<file path="config.mk">
export PLATFORM = sky130hd
export DESIGN_NAME = tia_decide
export DESIGN_NICKNAME = d
export VERILOG_FILES = /design/src/hw/rtl/tia_pkg.sv /design/src/hw/rtl/tia_decide.sv
export SDC_FILE = /design/constraint.sdc
export NUM_CORES = 1
export LEC_CHECK = 0
export ABC_CLOCK_PERIOD_IN_PS = 3000
export BUFFER_PORTS_ARGS = -buffer_cell sky130_fd_sc_hd__buf_4
export CAP_MARGIN = 25
export CORE_MARGIN = 2
export CORE_UTILIZATION = 46
export DETAILED_ROUTE_END_ITERATION = 12
export PLACE_DENSITY = 0.85
export SETUP_SLACK_MARGIN = 0.05
export SYNTH_ARGS = -nofsm -noshare
export SYNTH_HDL_FRONTEND = slang
export SYNTH_SLANG_ARGS = --single-unit
</file>
<file path="constraint.sdc">
create_clock -name vclk -period 3
set_clock_uncertainty 0.2 [all_clocks]
set_input_delay 0.15 -clock vclk [all_inputs]
set_output_delay 0.15 -clock vclk [all_outputs]
set_load 0.005 [all_outputs]
</file>
<file path="src/hw/rtl/tia_pkg.sv">
// Package of the typed identifier allocator: beat types, codes and defaults.
// No dependencies.
`timescale 1ns / 1ps

package tia_pkg;

  localparam int unsigned NumTypesDef  = 8;
  localparam int unsigned FreeDepthDef = 64;
  localparam int unsigned IdWidthDef   = 32;

  localparam int unsigned TypeIdxW = 3;
  localparam int unsigned RelIdW   = 32;
  localparam int unsigned GivenIdW = 32;

  typedef enum logic {
    CMD_ALLOC   = 1'b0,
    CMD_RELEASE = 1'b1
  } tia_cmd_e;

  typedef enum logic [2:0] {
    ST_FRESH     = 3'd0,
    ST_REUSED    = 3'd1,
    ST_RELEASED  = 3'd2,
    ST_BEYOND    = 3'd3,
    ST_EXHAUSTED = 3'd4,
    ST_FULL      = 3'd5
  } tia_status_e;

  typedef enum logic [1:0] {
    S_IDLE,
    S_META,
    S_STORE
  } tia_state_e;

  typedef struct packed {
    tia_cmd_e              command;
    logic [TypeIdxW-1:0]   type_index;
    logic [RelIdW-1:0]     release_id;
  } tia_in_t;

  typedef struct packed {
    logic [GivenIdW-1:0]   given_id;
    tia_status_e           status;
  } tia_out_t;

  // Memory actions requested by the decision logic for one beat.
  typedef struct packed {
    logic meta_we;
    logic store_we;
    logic store_re;
  } tia_ctl_t;

endpackage

</file>
<file path="src/hw/rtl/tia_decide.sv">
// Decision logic of the typed identifier allocator: per-type metadata update and result.
// Depends on tia_pkg.
`timescale 1ns / 1ps

module tia_decide import tia_pkg::*; #(
  parameter int unsigned NUM_TYPES  = NumTypesDef,
  parameter int unsigned FREE_DEPTH = FreeDepthDef,
  parameter int unsigned ID_WIDTH   = IdWidthDef,
  localparam int unsigned TW     = (NUM_TYPES > 1) ? $clog2(NUM_TYPES) : 1,
  localparam int unsigned HEAD_W = $clog2(FREE_DEPTH),
  localparam int unsigned FILL_W = $clog2(FREE_DEPTH + 1),
  localparam int unsigned META_W = ID_WIDTH + HEAD_W + FILL_W,
  localparam int unsigned SA_W   = $clog2(NUM_TYPES * FREE_DEPTH),
  localparam int unsigned SW     = (ID_WIDTH < 32) ? ID_WIDTH : 32,
  localparam int unsigned CMP_W  = (ID_WIDTH > 32) ? ID_WIDTH : 32
) (
  input  tia_cmd_e              command_i,
  input  logic [TW-1:0]         type_i,
  input  logic [RelIdW-1:0]     release_id_i,
  input  logic [META_W-1:0]     meta_i,
  output logic [META_W-1:0]     meta_o,
  output logic [SA_W-1:0]       store_addr_o,
  output tia_ctl_t              ctl_o,
  output tia_status_e           status_o,
  output logic [GivenIdW-1:0]   given_id_o
);

  logic [ID_WIDTH-1:0] cnt, cnt_inc, cnt_d;
  logic [HEAD_W-1:0]   head, head_inc, head_d, tail, offset;
  logic [FILL_W-1:0]   fill, fill_d;
  logic [HEAD_W:0]     tail_sum;
  logic [CMP_W-1:0]    rid_ext, cnt_ext, inc_ext;
  logic [SA_W-1:0]     base;

  assign {cnt, head, fill} = meta_i;
  assign cnt_inc  = cnt + 1'b1;
  assign head_inc = (head == HEAD_W'(FREE_DEPTH - 1)) ? '0 : head + 1'b1;
  assign tail_sum = {1'b0, head} + {1'b0, fill[HEAD_W-1:0]};
  assign tail     = (tail_sum >= (HEAD_W + 1)'(FREE_DEPTH)) ?
                    HEAD_W'(tail_sum - (HEAD_W + 1)'(FREE_DEPTH)) : tail_sum[HEAD_W-1:0];
  assign rid_ext  = CMP_W'(release_id_i[SW-1:0]);
  assign cnt_ext  = CMP_W'(cnt);
  assign inc_ext  = CMP_W'(cnt_inc);
  assign base     = SA_W'(type_i * FREE_DEPTH);

  always_comb begin
    cnt_d      = cnt;
    head_d     = head;
    fill_d     = fill;
    offset     = head;
    ctl_o      = '0;
    given_id_o = '0;
    status_o   = ST_FRESH;
    case (command_i)
      CMD_ALLOC: begin
        if (fill != '0) begin
          ctl_o.store_re = 1'b1;
          ctl_o.meta_we  = 1'b1;
          head_d         = head_inc;
          fill_d         = fill - 1'b1;
          status_o       = ST_REUSED;
        end else if (&cnt) begin
          status_o = ST_EXHAUSTED;
        end else begin
          ctl_o.meta_we = 1'b1;
          cnt_d         = cnt_inc;
          given_id_o    = inc_ext[GivenIdW-1:0];
          status_o      = ST_FRESH;
        end
      end
      CMD_RELEASE: begin
        if (rid_ext > cnt_ext) begin
          status_o = ST_BEYOND;
        end else if (fill >= FILL_W'(FREE_DEPTH)) begin
          status_o = ST_FULL;
        end else begin
          ctl_o.store_we = 1'b1;
          ctl_o.meta_we  = 1'b1;
          fill_d         = fill + 1'b1;
          offset         = tail;
          status_o       = ST_RELEASED;
        end
      end
      default: begin
        status_o = ST_FRESH;
      end
    endcase
  end

  assign meta_o       = {cnt_d, head_d, fill_d};
  assign store_addr_o = base + SA_W'(offset);

endmodule

</file>
==> metrics.cfg <==
[placement]
dp_hpwl_mm = 8.17
routabilityCongestion = 0.932
io_buffers = 167

[timing]
worst_hold_slack_ps = 100
finalCriticalPeriod_ps = 2880
fin_crit_sh_pct = 96.1
hold_viol = 0
tightest_slew_ps = 733
maxSlewViolCount = 0
setup_viol = 0
max_slew_margin_pct = 51.0
fmax_ghz = 0.347

[run_status]
run_status = complete, no violations

[floorplanning]
rows = 28
coreArea_sq_um = 5920
die-area_sq_um = 6800
start_util_pct = 47.8
die_w_um = 82.5
ioPinCount = 173
die_h_um = 82.5

[worst_setup_path]
crit_path_max_fanout = 5
end_kind = primary output
start_kind = input pin
crit_type = input pin to primary output
critPathArrivalTime_ps = 2530
crit_required_ps = 2650

[route]
initialDrtViolationCount = 221
routed_wl_mm = 9.57
detail-route-antenna-nets = 0
dr_total_vias = 3583
drc = 0
viasPerCell = 5.36
wire_per_inst_um = 14.3
drt_first_pass_iters = 5

[layout]
design.seq.count = 0
diodes = 0
multi_input_area_sq_um = 2620
seq_area_sq_um = 0
area_delta_synth_final_pct = 50.9
fill_cells = 493
utilization_pct = 72.2
nClkBuffers = 0
layout-drive-gt1-share_pct = 35.4
nets = 720

[run]
drv_cap = 0

[logic_synthesis]
ys_warn_count = 0
synthCells = 430
avgSynthCellArea_sq_um = 6.58
syn_area_sq_um = 2830
yosysUniqueCellTypes = 51
yosysSeqAreaShare_pct = 0
synth_nets = 555

[global_routing]
grt_use_total_pct = 26.9
grt_overflow = 0
antenna_found_initial = 0
grt_pass1_vias = 3304
grt_pass1_wl_mm = 14.8
grt_max_degree = 20

[clocking]
cts_hold_buf = 0

[power]
ir_worst_vdd_uv = 64.8
leakage_nw = 2.14
p_per_area_nw_per_um2 = 116

[worst_hold_path]
whs_path_depth = 0
hold_path.class = input pin to primary output

[worst max-delay path, cell delays in order]
cell and delay, ps:
buf_4 110, clkinvlp_4 130, ha_4 290, nand4_1 160, nor4_2 350, a21boi_2 190, nand4b_1 150, a211oi_2 90
o211ai_1 270, buf_4 210, mux2_4 300, buf_4 140
[kinds of logic (layout without fill, tap and decap cells)]
kind of cell | count (synthesis) | in the layout | synth area share, %
xor+xnor | 70 | 70 | 21.7
buf+inv | 64 | 227 | 9.50
simple gates | 184 | 184 | 33.5
mux | 3 | 3 | 1.15
fa+ha+maj | 44 | 44 | 19.7
compound gates | 65 | 65 | 14.5
[per-stage QoR]
| step | std cells | setup TNS, ps | cell area [sq um] | setup WS, ps | total power [mW] |
|---|---|---|---|---|---|
| after detailed placement | 661 | 0 | 4160 | 0.0167 | 0.474 |
| after CTS | 661 | 0 | 4170 | 63.3 | 0.476 |
| final | 668 | 0 | 4270 | 116 | 0.494 |
| after global placement | 661 | 0 | 4160 | 151 | 0.458 |
| after global routing | 668 | -198 | 4270 | -70.1 | 0.547 |
| after floorplan | 430 | 0 | 2830 | 395 | 0.242 |
[power breakdown]
part	internal, mW	switching, mW
Clock	0	0
Combinational	0.261	0.233
Sequential	0	0
[layout make-up]
| class | count | share of cell area (%) |
|---|---|---|
| multi-input combinational | 366 | 61.2 |
| timing repair buffer | 184 | 32.7 |
| inverter | 43 | 3.87 |
| tap | 75 | 2.20 |
[path summary, 6_finish.rpt]
path                  startpoint               to  slack [ps]
worst max-delay path  meta_i[22]  store_addr_o[0]         120
worst min-delay path   type_i[2]  store_addr_o[8]         100
[synth_stat cells, types with 2 or more instances]
cell | number | area, sq um
xor2_1 | 5 | 43.8
o21ai_0 | 15 | 75.1
nor4_1 | 3 | 18.8
nand3_2 | 2 | 20.0
buf_4 | 5 | 37.5
nand4_1 | 13 | 81.3
and2_4 | 2 | 17.5
inv_2 | 2 | 7.51
mux2_2 | 2 | 22.5
and3_1 | 6 | 37.5
inv_1 | 41 | 154
ha_1 | 43 | 538
nor2_1 | 52 | 195
buf_2 | 8 | 40.0
clkbuf_1 | 8 | 30.0
a211oi_1 | 3 | 22.5
nand4b_1 | 3 | 26.3
or3_1 | 2 | 12.5
and4_1 | 3 | 26.3
a31o_2 | 2 | 17.5
o211ai_1 | 4 | 30.0
nor3_4 | 2 | 32.5
a21oi_1 | 20 | 100
and2_1 | 3 | 18.8
nor2b_1 | 4 | 25.0
xnor2_1 | 65 | 569
a21o_1 | 9 | 67.6
nand2_1 | 49 | 184
nor3_1 | 13 | 65.1
a31oi_1 | 2 | 12.5
a21boi_0 | 2 | 15.0
nand3_1 | 18 | 90.1
[routing by layer]
layer | GRT usage (%) | part of all wire, % | wire length (um)
met4 | 5.83 | 1.6 | 150
met5 | 0 | 0 | 0
met2 | 50.2 | 52 | 4990
met3 | 1.41 | 6.7 | 639
met1 | 33.8 | 40 | 3800
[layout by cell type, fill, tap and decap left out, types with 2 or more instances in the layout]
master | Yosys | layout
buf_4 | 5 | 182
xnor2_1 | 65 | 65
nor2_1 | 52 | 52
nand2_1 | 49 | 49
ha_1 | 43 | 41
inv_1 | 41 | 40
a21oi_1 | 20 | 20
nand3_1 | 18 | 18
o21ai_0 | 15 | 15
nand4_1 | 13 | 13
nor3_1 | 13 | 13
a21o_1 | 9 | 9
and3_1 | 6 | 6
xor2_1 | 5 | 5
nor2b_1 | 4 | 4
o211ai_1 | 4 | 4
and2_1 | 3 | 3
nand4b_1 | 3 | 3
and4_1 | 3 | 3
nor4_1 | 3 | 2
inv_2 | 2 | 2
nand3_2 | 2 | 2
nor3_4 | 2 | 2
and2_4 | 2 | 2
a211oi_1 | 3 | 2
or3_1 | 2 | 2
a31oi_1 | 2 | 2
a31o_2 | 2 | 2
ha_4 | 0 | 2
[timing repair]
action | in CTS | in global routing
resized for setup | 1 | 9
buffers inserted | 0 | 6
pin swaps | 0 | 7
gates cloned | 0 | 1
endpoints found under the setup margin | 3 | 18
Power figures use the tool's default switching activity.
